### src/hw/rtl/tccs_pkg.sv
`timescale 1ns / 1ps

package tccs_pkg;

    localparam int unsigned PRESCALE_W = 10;
    localparam int unsigned CFG_DATA_W = 10;

    localparam logic [1:0] ACTION_TICK        = 2'd0;
    localparam logic [1:0] ACTION_CLEAR_WATCH = 2'd1;
    localparam logic [1:0] ACTION_RESTART     = 2'd2;

    localparam logic CFG_TICKS_PER_SECOND = 1'b0;
    localparam logic CFG_CHASER_PERIOD    = 1'b1;

    localparam logic [9:0] TICKS_PER_SECOND_RESET = 10'd200;
    localparam logic [9:0] CHASER_PERIOD_RESET    = 10'd100;

    localparam logic [5:0] SECONDS_PER_MINUTE = 6'd60;
    localparam logic [5:0] MINUTES_PER_HOUR   = 6'd60;
    localparam logic [4:0] HOURS_PER_DAY      = 5'd24;
    localparam logic [4:0] RESTART_HOUR       = 5'd12;

    localparam logic [1:0] CHASER_STEP_0 = 2'd0;
    localparam logic [1:0] CHASER_STEP_1 = 2'd1;
    localparam logic [1:0] CHASER_STEP_2 = 2'd2;

    localparam logic [7:0] LED_STEP_0 = 8'hfc;
    localparam logic [7:0] LED_STEP_1 = 8'hfa;
    localparam logic [7:0] LED_STEP_2 = 8'hf6;
    localparam logic [7:0] LED_NORMAL = 8'hfe;
    localparam logic [7:0] LED_OFF    = 8'hff;

    typedef struct packed {
        logic [1:0] action;
        logic       stopwatch_run;
        logic       alarm_active;
        logic       power_on;
    } t_item;

    typedef struct packed {
        logic [4:0] clock_hour;
        logic [5:0] clock_minute;
        logic [5:0] clock_second;
        logic [4:0] watch_hour;
        logic [5:0] watch_minute;
        logic [5:0] watch_second;
        logic [7:0] led_pattern;
    } t_result;

    typedef struct packed {
        logic [4:0] hour;
        logic [5:0] minute;
        logic [5:0] second;
    } t_hms;

    typedef struct packed {
        logic tick;
        logic load;
    } t_hms_ctrl;

endpackage

### src/hw/rtl/tick_clock_stopwatch_led_chaser.sv
`timescale 1ns / 1ps

// Time-of-day clock, stopwatch and alarm LED chaser driven by tick transactions.
// The input channel (i_in_valid, o_in_stall, i_in_data) carries one action per
// transaction: a tick, a stopwatch clear or a clock restart at 12:00:00, along
// with the stopwatch run, alarm and power levels.
// Each input transaction yields exactly one output transaction on o_out_valid,
// i_out_stall and o_out_data, holding the time of day, the stopwatch time and
// the LED byte as they stand after that action.
// o_out_valid rises in the cycle after acceptance. Throughput is one transaction
// per cycle while the receiver does not stall: the counter update is a single
// registered pass from the state registers into the output register.
// While the receiver stalls, the output register holds its transaction and
// o_in_stall is raised, so no further input is taken until the result moves.
// The configuration port writes ticks_per_second (index 0) and chaser_period
// (index 1); the user must use it only while the block is idle (unchecked).
// Synchronous reset sets the clock to 12:00:00, the stopwatch to 00:00:00,
// the prescalers and chaser to zero, restores the register defaults and
// empties the output register.

module tick_clock_stopwatch_led_chaser (
    input  logic                                i_clk,
    input  logic                                i_rst_n,
    input  logic                                i_in_valid,
    output logic                                o_in_stall,
    input  tccs_pkg::t_item                     i_in_data,
    output logic                                o_out_valid,
    input  logic                                i_out_stall,
    output tccs_pkg::t_result                   o_out_data,
    input  logic                                i_cfg_we,
    input  logic                                i_cfg_index,
    input  logic [tccs_pkg::CFG_DATA_W-1:0]     i_cfg_data
);

    logic [tccs_pkg::PRESCALE_W-1:0] r_ticks_per_second;
    logic [tccs_pkg::PRESCALE_W-1:0] r_chaser_period;
    logic [tccs_pkg::PRESCALE_W-1:0] r_chaser_count;
    logic [tccs_pkg::PRESCALE_W-1:0] n_chaser_count;
    logic [1:0]                      r_chaser_step;
    logic [1:0]                      n_chaser_step;
    logic                            r_out_valid;
    tccs_pkg::t_result               r_out_data;
    tccs_pkg::t_result               n_out_data;
    logic                            w_accept;
    logic                            w_tick;
    logic [tccs_pkg::PRESCALE_W:0]   w_chaser_sum;
    logic [7:0]                      w_led;
    tccs_pkg::t_hms_ctrl             w_clock_ctrl;
    tccs_pkg::t_hms_ctrl             w_watch_ctrl;
    tccs_pkg::t_hms                  w_clock_next;
    tccs_pkg::t_hms                  w_watch_next;

    assign o_in_stall = r_out_valid && i_out_stall;
    assign w_accept   = i_in_valid && !o_in_stall;
    assign w_tick     = w_accept && (i_in_data.action == tccs_pkg::ACTION_TICK);

    assign w_clock_ctrl.tick = w_tick;
    assign w_clock_ctrl.load = w_accept && (i_in_data.action == tccs_pkg::ACTION_RESTART);
    assign w_watch_ctrl.tick = w_tick && i_in_data.stopwatch_run;
    assign w_watch_ctrl.load = w_accept
                               && (i_in_data.action == tccs_pkg::ACTION_CLEAR_WATCH);

    tccs_hms_counter u_clock (
        .i_clk         (i_clk),
        .i_rst_n       (i_rst_n),
        .i_ctrl        (w_clock_ctrl),
        .i_limit       (r_ticks_per_second),
        .i_preset_hour (tccs_pkg::RESTART_HOUR),
        .o_next        (w_clock_next)
    );

    tccs_hms_counter u_watch (
        .i_clk         (i_clk),
        .i_rst_n       (i_rst_n),
        .i_ctrl        (w_watch_ctrl),
        .i_limit       (r_ticks_per_second),
        .i_preset_hour (5'd0),
        .o_next        (w_watch_next)
    );

    assign w_chaser_sum = {1'b0, r_chaser_count} + {{tccs_pkg::PRESCALE_W{1'b0}}, 1'b1};

    always_comb begin
        n_chaser_count = r_chaser_count;
        n_chaser_step  = r_chaser_step;
        if (w_accept) begin
            if (!i_in_data.alarm_active
                    || (i_in_data.action == tccs_pkg::ACTION_RESTART)) begin
                n_chaser_count = '0;
                n_chaser_step  = tccs_pkg::CHASER_STEP_0;
            end else if (i_in_data.action == tccs_pkg::ACTION_TICK) begin
                if (w_chaser_sum >= {1'b0, r_chaser_period}) begin
                    n_chaser_count = '0;
                    if (r_chaser_step >= tccs_pkg::CHASER_STEP_2) begin
                        n_chaser_step = tccs_pkg::CHASER_STEP_0;
                    end else begin
                        n_chaser_step = r_chaser_step + 2'd1;
                    end
                end else begin
                    n_chaser_count = w_chaser_sum[tccs_pkg::PRESCALE_W-1:0];
                end
            end
        end
    end

    always_comb begin
        if (!i_in_data.power_on) begin
            w_led = tccs_pkg::LED_OFF;
        end else if (!i_in_data.alarm_active) begin
            w_led = tccs_pkg::LED_NORMAL;
        end else begin
            unique case (n_chaser_step)
                tccs_pkg::CHASER_STEP_0: w_led = tccs_pkg::LED_STEP_0;
                tccs_pkg::CHASER_STEP_1: w_led = tccs_pkg::LED_STEP_1;
                tccs_pkg::CHASER_STEP_2: w_led = tccs_pkg::LED_STEP_2;
                default:                 w_led = tccs_pkg::LED_NORMAL;
            endcase
        end
    end

    always_comb begin
        n_out_data.clock_hour   = w_clock_next.hour;
        n_out_data.clock_minute = w_clock_next.minute;
        n_out_data.clock_second = w_clock_next.second;
        n_out_data.watch_hour   = w_watch_next.hour;
        n_out_data.watch_minute = w_watch_next.minute;
        n_out_data.watch_second = w_watch_next.second;
        n_out_data.led_pattern  = w_led;
    end

    always_ff @(posedge i_clk) begin
        if (!i_rst_n) begin
            r_ticks_per_second <= tccs_pkg::TICKS_PER_SECOND_RESET;
            r_chaser_period    <= tccs_pkg::CHASER_PERIOD_RESET;
            r_chaser_count     <= '0;
            r_chaser_step      <= tccs_pkg::CHASER_STEP_0;
            r_out_valid        <= 1'b0;
        end else begin
            if (i_cfg_we) begin
                unique case (i_cfg_index)
                    tccs_pkg::CFG_TICKS_PER_SECOND: r_ticks_per_second <= i_cfg_data;
                    tccs_pkg::CFG_CHASER_PERIOD:    r_chaser_period    <= i_cfg_data;
                    default:                        r_chaser_period    <= r_chaser_period;
                endcase
            end
            r_chaser_count <= n_chaser_count;
            r_chaser_step  <= n_chaser_step;
            if (w_accept) begin
                r_out_valid <= 1'b1;
            end else if (!i_out_stall) begin
                r_out_valid <= 1'b0;
            end
        end
    end

    always_ff @(posedge i_clk) begin
        if (w_accept) begin
            r_out_data <= n_out_data;
        end
    end

    assign o_out_valid = r_out_valid;
    assign o_out_data  = r_out_data;

endmodule

### src/hw/rtl/tccs_hms_counter.sv
`timescale 1ns / 1ps

module tccs_hms_counter (
    input  logic                                i_clk,
    input  logic                                i_rst_n,
    input  tccs_pkg::t_hms_ctrl                 i_ctrl,
    input  logic [tccs_pkg::PRESCALE_W-1:0]     i_limit,
    input  logic [4:0]                          i_preset_hour,
    output tccs_pkg::t_hms                      o_next
);

    logic [tccs_pkg::PRESCALE_W-1:0] r_prescale;
    logic [tccs_pkg::PRESCALE_W-1:0] n_prescale;
    tccs_pkg::t_hms                  r_time;
    tccs_pkg::t_hms                  n_time;
    logic [tccs_pkg::PRESCALE_W:0]   w_sum;
    logic                            w_roll;

    assign w_sum = {1'b0, r_prescale} + {{tccs_pkg::PRESCALE_W{1'b0}}, 1'b1};

    always_comb begin
        n_prescale = r_prescale;
        w_roll     = 1'b0;
        if (i_ctrl.tick) begin
            if (w_sum >= {1'b0, i_limit}) begin
                n_prescale = '0;
                w_roll     = 1'b1;
            end else begin
                n_prescale = w_sum[tccs_pkg::PRESCALE_W-1:0];
            end
        end
    end

    always_comb begin
        n_time = r_time;
        if (i_ctrl.load) begin
            n_time.hour   = i_preset_hour;
            n_time.minute = '0;
            n_time.second = '0;
        end else if (w_roll) begin
            if (r_time.second + 6'd1 >= tccs_pkg::SECONDS_PER_MINUTE) begin
                n_time.second = '0;
                if (r_time.minute + 6'd1 >= tccs_pkg::MINUTES_PER_HOUR) begin
                    n_time.minute = '0;
                    if (r_time.hour + 5'd1 >= tccs_pkg::HOURS_PER_DAY) begin
                        n_time.hour = '0;
                    end else begin
                        n_time.hour = r_time.hour + 5'd1;
                    end
                end else begin
                    n_time.minute = r_time.minute + 6'd1;
                end
            end else begin
                n_time.second = r_time.second + 6'd1;
            end
        end
    end

    always_ff @(posedge i_clk) begin
        if (!i_rst_n) begin
            r_prescale    <= '0;
            r_time.hour   <= i_preset_hour;
            r_time.minute <= '0;
            r_time.second <= '0;
        end else begin
            r_prescale <= n_prescale;
            r_time     <= n_time;
        end
    end

    assign o_next = n_time;

endmodule

### config.mk
export PLATFORM = sky130hd
export DESIGN_NAME = tick_clock_stopwatch_led_chaser
export DESIGN_NICKNAME = d
export VERILOG_FILES = /design/src/hw/rtl/tccs_pkg.sv /design/src/hw/rtl/tick_clock_stopwatch_led_chaser.sv /design/src/hw/rtl/tccs_hms_counter.sv
export SDC_FILE = /design/constraint.sdc
export NUM_CORES = 1
export LEC_CHECK = 0
export BUFFER_PORTS_ARGS = -buffer_cell sky130_fd_sc_hd__buf_2
export CAP_MARGIN = 5
export CORE_MARGIN = 3
export CORE_UTILIZATION = 47
export DETAILED_ROUTE_END_ITERATION = 6
export GPL_ROUTABILITY_DRIVEN = 0
export PLACE_DENSITY = 0.7
export SETUP_SLACK_MARGIN = 0.5
export SYNTH_ARGS = -nofsm -noshare
export SYNTH_HDL_FRONTEND = slang
export SYNTH_SLANG_ARGS = --single-unit
### constraint.sdc
create_clock -name i_clk -period 3.05 [get_ports i_clk]
set_clock_uncertainty 0.2 [all_clocks]
set_input_delay 0.61 -clock i_clk [delete_from_list [all_inputs] [get_ports i_clk]]
set_output_delay 0.61 -clock i_clk [all_outputs]
set_load 0.02 [all_outputs]
==> results by group, run 1 <==
Run status
  – Status: finished with violations
  – Violated checks: setup timing

Power and ir drop
  – Pwr dens: 405.3 mW/mm^2
  – Total Power: ~0.0042 W
  – Peak VDD IR: 364.1 uV
  – P_leak: roughly 3.9 nW

Route
  – Met2 wire length: 11040 um
  – Antenna Nets Post-Route: 0
  – Vias/cell: 6.197
  – Routed WL: 21680 um
  – DR iter-0 viols: between 600 and 700
  – Residual DRC: 0
  – Vias: around 7000
  – DRT Pass-1 Iters: 7
  – WL per Instance: 19.37 um
  – Max layer used: met4
  – Met3 WL: 1210 um
  – Met1 Wirelength: 8629 um

CTS
  – CTS Sinks: 125
  – # H-tree levels: 4
  – Later-pin clock latency in the skew report: 0.43 ns
  – Root Buffer: clkbuf_16
  – Clock transition at path regs: 0.06 ns
  – Inserted Clock Buffers: 17
  – CTS tree: yes
  – Clk buf depth: 2

Synthesis
  – Share of the synthesized area in the top cell type: about a quarter
  – Syn Inst Count: 794
  – Synth cell types: 76
  – Post-synth EDFFs: 38
  – Post-Syn Area per Cell: between 8 and 9 um^2
  – Syn. warnings: 0
  – Count leader, synth: nand2_1
  – Synth async-reset ratio: 0%
  – Synth top area cells: dfxtp_1, edfxtp_1, ha_1
  – Seq/Total Area, Yosys: 40.76%
  – Seq cells post-synth: roughly 130
  – Post-synthesis instance area: slightly above 0.007 mm^2
  – List of most frequent post-synthesis cells: nand2_1, dfxtp_1, a21oi_1, nor2_1, ha_1
  – Synth area leader: dfxtp_1
  – Synth Flop Type: dfxtp_1

Critical path
  – Reg2Reg Launch Point: u_clock.r_prescale[1]$_SDFFE_PN0P_
  – Critical Path RT: ~3.1 ns
  – Crit path kind: reg2reg
  – Critical Path, Cell by Cell: and3_4, and3_4, and3_4, nand3_4, xnor2_2, ha_1, nor2b_1, o31a_1, a21oi_4, buf_12, or4_4, a21oi_2
  – Worst R2R End: o_out_data[38]$_DFFE_PP_
  – Worst path max stage delay: 0.56 ns
  – Slowest-stage cell, CP: or4_4
  – Reg2Reg Depth: 12
  – Crit path to: o_out_data[38]$_DFFE_PP_
  – CP Data Arrival Time: 3.26 ns
  – Worst Path Max Fanout: 6
  – Startpoint class of the critical path: register
  – CP most frequent cell: and3_4
  – Origin of the worst setup path: u_clock.r_prescale[1]$_SDFFE_PN0P_
  – Reg2reg setup slack: -0.14 ns
  – Crit end category: register

Global routing
  – Largest net degree at the start of global routing: 32
  – Vias in the first global route: roughly 6700
  – GR Util All Layers: between 20% and 30%
  – First-pass GRT wire length: 32780 um
  – Total gr overflow: 0
  – Initial antenna violation count: 0

Timing
  – Slew Limit Fails: 0
  – Fin crit share: 104.4%
  – Setup violations, final: 18
  – Final Hold Viols: 0
  – Fmax: 0.3140 GHz
  – Worst setup margin: -0.1352 ns
  – Min Tclk post-route: 3.185 ns
  – Slew headroom: 34.73%
  – Setup TNS: -0.5854 ns
  – RSZ-0062 raised after global routing: yes
  – Worst-Margin Slew: about 0.98 ns
  – Hold_ws: around 0.22 ns

Floorplan
  – Ports: 65
  – Starting Density: 48.29%
  – Die Ht: 128.7 um
  – Rows: 44
  – Core ar.: 0.01464 mm^2
  – Die W: ~130 um
  – Area of the die: 0.01655 mm^2

Hold path
  – HP Class: in2reg

Finish
  – Inserted Diodes: 0
  – Area growth, synth to finish: 45.68%
  – Final net count: a little under 1000
  – Share of layout cells above drive strength 1: 40.11%

Placement
  – Port Buffer Count: 60
  – DPL Wire Length: 12740 um

Flow run
  – Max cap viols: 0
-- registers in the layout, indices dropped and copies added (netlist names), 2 cells and up --
name / flops
o_out_data: 38
r_chaser_count: 10
r_chaser_period: 10
r_chaser_step: 2
r_ticks_per_second: 10
u_clock.r_prescale: 10
u_clock.r_time: 17
u_watch.r_prescale: 10
u_watch.r_time: 17
-- layout by cell type (no fill, tap or decap), types with 11 or more instances in the layout --
| master | count |
|---|---|
| a21oi_1 | 40 |
| a21oi_2 | 36 |
| nand2_1 | 90 |
| buf_6 | 22 |
| edfxtp_1 | 38 |
| nor2_1 | 30 |
| nand4_1 | 16 |
| inv_1 | 25 |
| xor2_1 | 19 |
| nor2_4 | 11 |
| nor2b_1 | 13 |
| nand2b_1 | 11 |
| clkbuf_16 | 20 |
| nand3_2 | 11 |
| o21ai_0 | 13 |
| dfxtp_1 | 75 |
| ha_1 | 35 |
| nand3_1 | 19 |
| buf_2 | 60 |
| buf_4 | 54 |
| o211ai_1 | 13 |
-- power by group --
group          switching [W]  total, W  internal (W)
registers          0.0000234   0.00177       0.00175
clock network       0.000742   0.00208       0.00134
logic               0.000221  0.000318     0.0000972
-- what timing repair did --
action,4_1_cts,5_1_grt
gates resized for setup,153,64
hold buffers,0,0
hold endpoints to repair,0,0
pin swaps,70,46
setup buffers,32,12
endpoints found under the setup margin,103,103
gates cloned,6,0
-- per-layer routing --
| layer | up-vias | global-route usage, % |
|---|---|---|
| met1 | 3372 | 30.21 |
| met4 | 0 | 11.55 |
| met2 | 292 | 41.28 |
| met3 | 74 | 5.230 |
| li1 | 3197 | - |
| met5 | - | 0 |
-- through the flow --
| step | util [%] | std cells | worst slack (ns) | instance area [um^2] |
|---|---|---|---|---|
| global route | 70.35 | 1119 | -0.2273 | 10300 |
| CTS | 67.42 | 1107 | -0.01713 | 9873 |
| detailed placement | 55.50 | 1037 | -0.06686 | 8128 |
| floorplan | - | 797 | -0.006624 | 7508 |
| finish | 70.35 | 1119 | -0.1352 | 10300 |
| global placement | 55.50 | 1037 | 0.02061 | 8128 |
-- logic make-up after synthesis --
family	after synthesis	share of synthesized area, %
buf+inv	75	4.582
xor+xnor	34	4.211
mux	5	0.7254
compound gates	215	20.56
flops	125	40.76
simple gates	300	22.20
fa+ha+maj	39	6.900
other cells	1	0.05303
-- critical path: cells and delay by family, from the launching register on --
family / cells / cell delay, ns
simple gates: 6 / 1.37
compound gates: 3 / 0.49
flops: 1 / 0.36
fa+ha+maj: 1 / 0.29
xor+xnor: 1 / 0.16
buf+inv: 1 / 0.16
-- worst min-delay path by stage --
stage	startpoint	to	slack, ns	cells after the start
floorplan	r_chaser_period[1]$_SDFFE_PN0P_	r_chaser_period[1]$_SDFFE_PN0P_	0.24	2
global placement	r_chaser_period[1]$_SDFFE_PN0P_	r_chaser_period[1]$_SDFFE_PN0P_	0.25	2
detailed placement	r_chaser_period[4]$_SDFFE_PN0P_	r_chaser_period[4]$_SDFFE_PN0P_	0.25	2
CTS	i_in_valid	o_out_valid$_SDFFE_PN0P_	0.21	2
global route	i_in_valid	o_out_valid$_SDFFE_PN0P_	0.23	2
finish	i_in_valid	o_out_valid$_SDFFE_PN0P_	0.22	2
-- cell type report --
type | instances | area, um^2
inverter | 28 | 112.6
fill | 990 | 4342
timing repair buffer | 152 | 1274
sequential | 125 | 2913
clock inverter | 5 | 77.57
multi-input combinational | 598 | 5170
tap | 184 | 230.2
clock buffer | 27 | 525.5
No activity file was read; power rests on OpenSTA's default activity.
==> inputs of run 2 (changes only) <==
Settings changed: PLACE_DENSITY 0.7 to 0.66.
Clock period 3.05 ns to 3.29 ns, I/O delays scaled along.
==> results by group, run 2 (synthesized netlist as in run 1, its figures left out) <==
Run status
  – Status: finished, final reports clean

Timing
  – Min Tclk post-route: 3.135 ns (-0.05006 ns)
  – Worst-Margin Slew: 1.037 ns (+0.06137 ns)
  – Hold_ws: 0.2549 ns (+0.03929 ns)
  – Setup violations, final: 0 (-18)
  – RSZ-0062 raised after global routing: yes
  – Final Hold Viols: 0 (unchanged)
  – Slew headroom: 30.62% (-4.1 points)
  – Fmax: 0.3190 GHz (+1.6%)
  – Fin crit share: 95.29% (-9.1 points)
  – Worst setup margin: 0.1549 ns (+0.2901 ns)
  – Slew Limit Fails: 0 (unchanged)

Route
  – Vias: 6822 (-1.6%)
  – WL per Instance: 18.78 um (-3.1%)
  – DR iter-0 viols: 573 (-6.8%)
  – Routed WL: 20940 um (-3.4%)
  – Vias/cell: 6.118 (-1.3%)
  – Residual DRC: 0 (unchanged)
  – DRT Pass-1 Iters: 5 (-2)
  – Antenna Nets Post-Route: 0 (unchanged)

Placement
  – Port Buffer Count: 60 (unchanged)
  – # placed instances: 1016 (-2.0%)
  – DP Area: 0.007720 mm^2 (-5.0%)
  – DPL Wire Length: 12120 um (-4.9%)
  – Post-placement setup slack: -0.03236 ns (+0.03449 ns)

CTS
  – Clock transition at path regs: 0.06 ns (about the same)
  – Root Buffer: clkbuf_16
  – # H-tree levels: 4 (unchanged)
  – Clk buf depth: 2 (unchanged)
  – CTS Sinks: 125 (unchanged)
  – CTS tree: yes
  – Later-pin clock latency in the skew report: 0.43 ns (about the same)
  – Hold_buf cts: 0 (unchanged)
  – Inserted Clock Buffers: 17 (unchanged)

Finish
  – Non-Filler Instances: 1115 (-0.36%)
  – Most frequent cells in the layout: nand2_1, dfxtp_1, buf_2, buf_4, a21oi_1
  – Share of layout cells above drive strength 1: 38.99% (-1.1 points)
  – Commonest non-fill, non-tap cell in the layout: nand2_1
  – Inserted Diodes: 0 (unchanged)
  – Max reg flops: 38 (unchanged)
  – Fin area: 0.01016 mm^2 (-1.4%)
  – Area growth, synth to finish: 43.61%
  – Final net count: 978 (-0.41%)
  – Final core occ: 69.35% (-1.0 points)

Global routing
  – Top Usage Layer GRT: met2
  – Met1 Use GR: 30.03% (-0.18 points)
  – Total gr overflow: 0 (unchanged)
  – Vias in the first global route: 6586 (-2.2%)
  – Largest net degree at the start of global routing: 33 (+3.1%)
  – First-pass GRT wire length: 31880 um (-2.7%)
  – GR Util All Layers: 23.71% (-0.89 points)
  – Initial antenna violation count: 0 (unchanged)
  – GR Util met3: 4.442% (-0.79 points)
  – Met2 Use GR: 39.30% (-2.0 points)

Power and ir drop
  – P_leak: 3.785 nW (-2.3%)
  – Pwr dens: 364.2 mW/mm^2 (-10%)
  – Peak VDD IR: 347.3 uV (-4.6%)

Critical path
  – Crit path to: o_out_data[34]$_DFFE_PP_
  – Startpoint class of the critical path: register
  – Reg2Reg Launch Point: u_clock.r_prescale[0]$_SDFFE_PN0P_
  – Critical Path RT: 3.25 ns (+0.12 ns)
  – Worst Path Max Fanout: 5 (-1)
  – Crit end category: register
  – Worst R2R End: o_out_data[34]$_DFFE_PP_
  – Crit path kind: reg2reg
  – Origin of the worst setup path: u_clock.r_prescale[0]$_SDFFE_PN0P_
  – Reg2reg setup slack: 0.15 ns (+0.29 ns)
  – CP Data Arrival Time: 3.09 ns (-0.17 ns)
  – Reg2Reg Depth: 14 (+2)

Floorplan
  – Rows: 44 (unchanged)
  – Starting Density: 48.29% (unchanged)
  – Area of the die: 0.01655 mm^2 (unchanged)
  – Ports: 65 (unchanged)
  – Die W: 128.7 um (unchanged)
  – Die Ht: 128.7 um (unchanged)
  – Core ar.: 0.01464 mm^2 (unchanged)

Flow run
  – Max cap viols: 0 (unchanged)

Hold path
  – HP Class: in2reg
[run 2: power breakdown]
group / internal (W) / switching, W / total, W
registers: 0.00162 / 0.0000207 / 0.00164
logic: 0.0000896 / 0.000203 / 0.000293
clock network: 0.00110 / 0.000668 / 0.00177
[run 2: worst min path at each step]
stage | start | to | slack [ns] | cells past startpoint
after global routing | i_in_valid | o_out_valid$_SDFFE_PN0P_ | 0.27 | 2
final | i_in_valid | o_out_valid$_SDFFE_PN0P_ | 0.25 | 2
after floorplan | r_chaser_period[1]$_SDFFE_PN0P_ | r_chaser_period[1]$_SDFFE_PN0P_ | 0.24 | 2
after detailed placement | r_ticks_per_second[5]$_SDFFE_PN0P_ | r_ticks_per_second[5]$_SDFFE_PN0P_ | 0.25 | 2
after global placement | r_ticks_per_second[8]$_SDFFE_PN0P_ | r_ticks_per_second[8]$_SDFFE_PN0P_ | 0.25 | 2
after CTS | i_in_valid | o_out_valid$_SDFFE_PN0P_ | 0.25 | 2
[run 2: area by class of cell]
| type | instances | area, um^2 |
|---|---|---|
| tap | 184 | 230.2 |
| clock buffer | 22 | 444.2 |
| sequential | 125 | 2922 |
| clock inverter | 10 | 98.84 |
| inverter | 28 | 108.9 |
| timing repair buffer | 147 | 1207 |
| fill | 1039 | 4488 |
| multi-input combinational | 599 | 5145 |
[run 2: critical path, cell delays in order (launching register included)]
cell	delay (ns)
dfxtp_4	0.36
and3_4	0.19
and3_4	0.18
and3_4	0.20
buf_4	0.13
xor2_1	0.21
ha_1	0.21
a21oi_2	0.06
nor2b_1	0.12
o31a_1	0.23
a21oi_4	0.07
buf_12	0.15
buf_16	0.14
nor3_2	0.30
o32ai_2	0.13
[run 2: routing by layer]
metal	wire length (um)	share of wire, %
met1	9148	44
met2	10250	49
met3	966	4.6
met4	574	2.7
met5	0	0
[run 2: repair_timing]
item	CTS	global route
endpoints found under the setup margin	103	103
setup buffers	47	13
gates resized for setup	154	104
gates cloned	5	2
pin swaps	83	61
[run 2: through the flow]
stage,power [W],setup TNS [ns]
2_1_floorplan,0.001842,0
3_3_place_gp,0.001920,0
3_5_place_dp,0.001930,-0.03236
4_1_cts,0.003685,0
5_1_grt,0.003816,0
6_report,0.003699,0
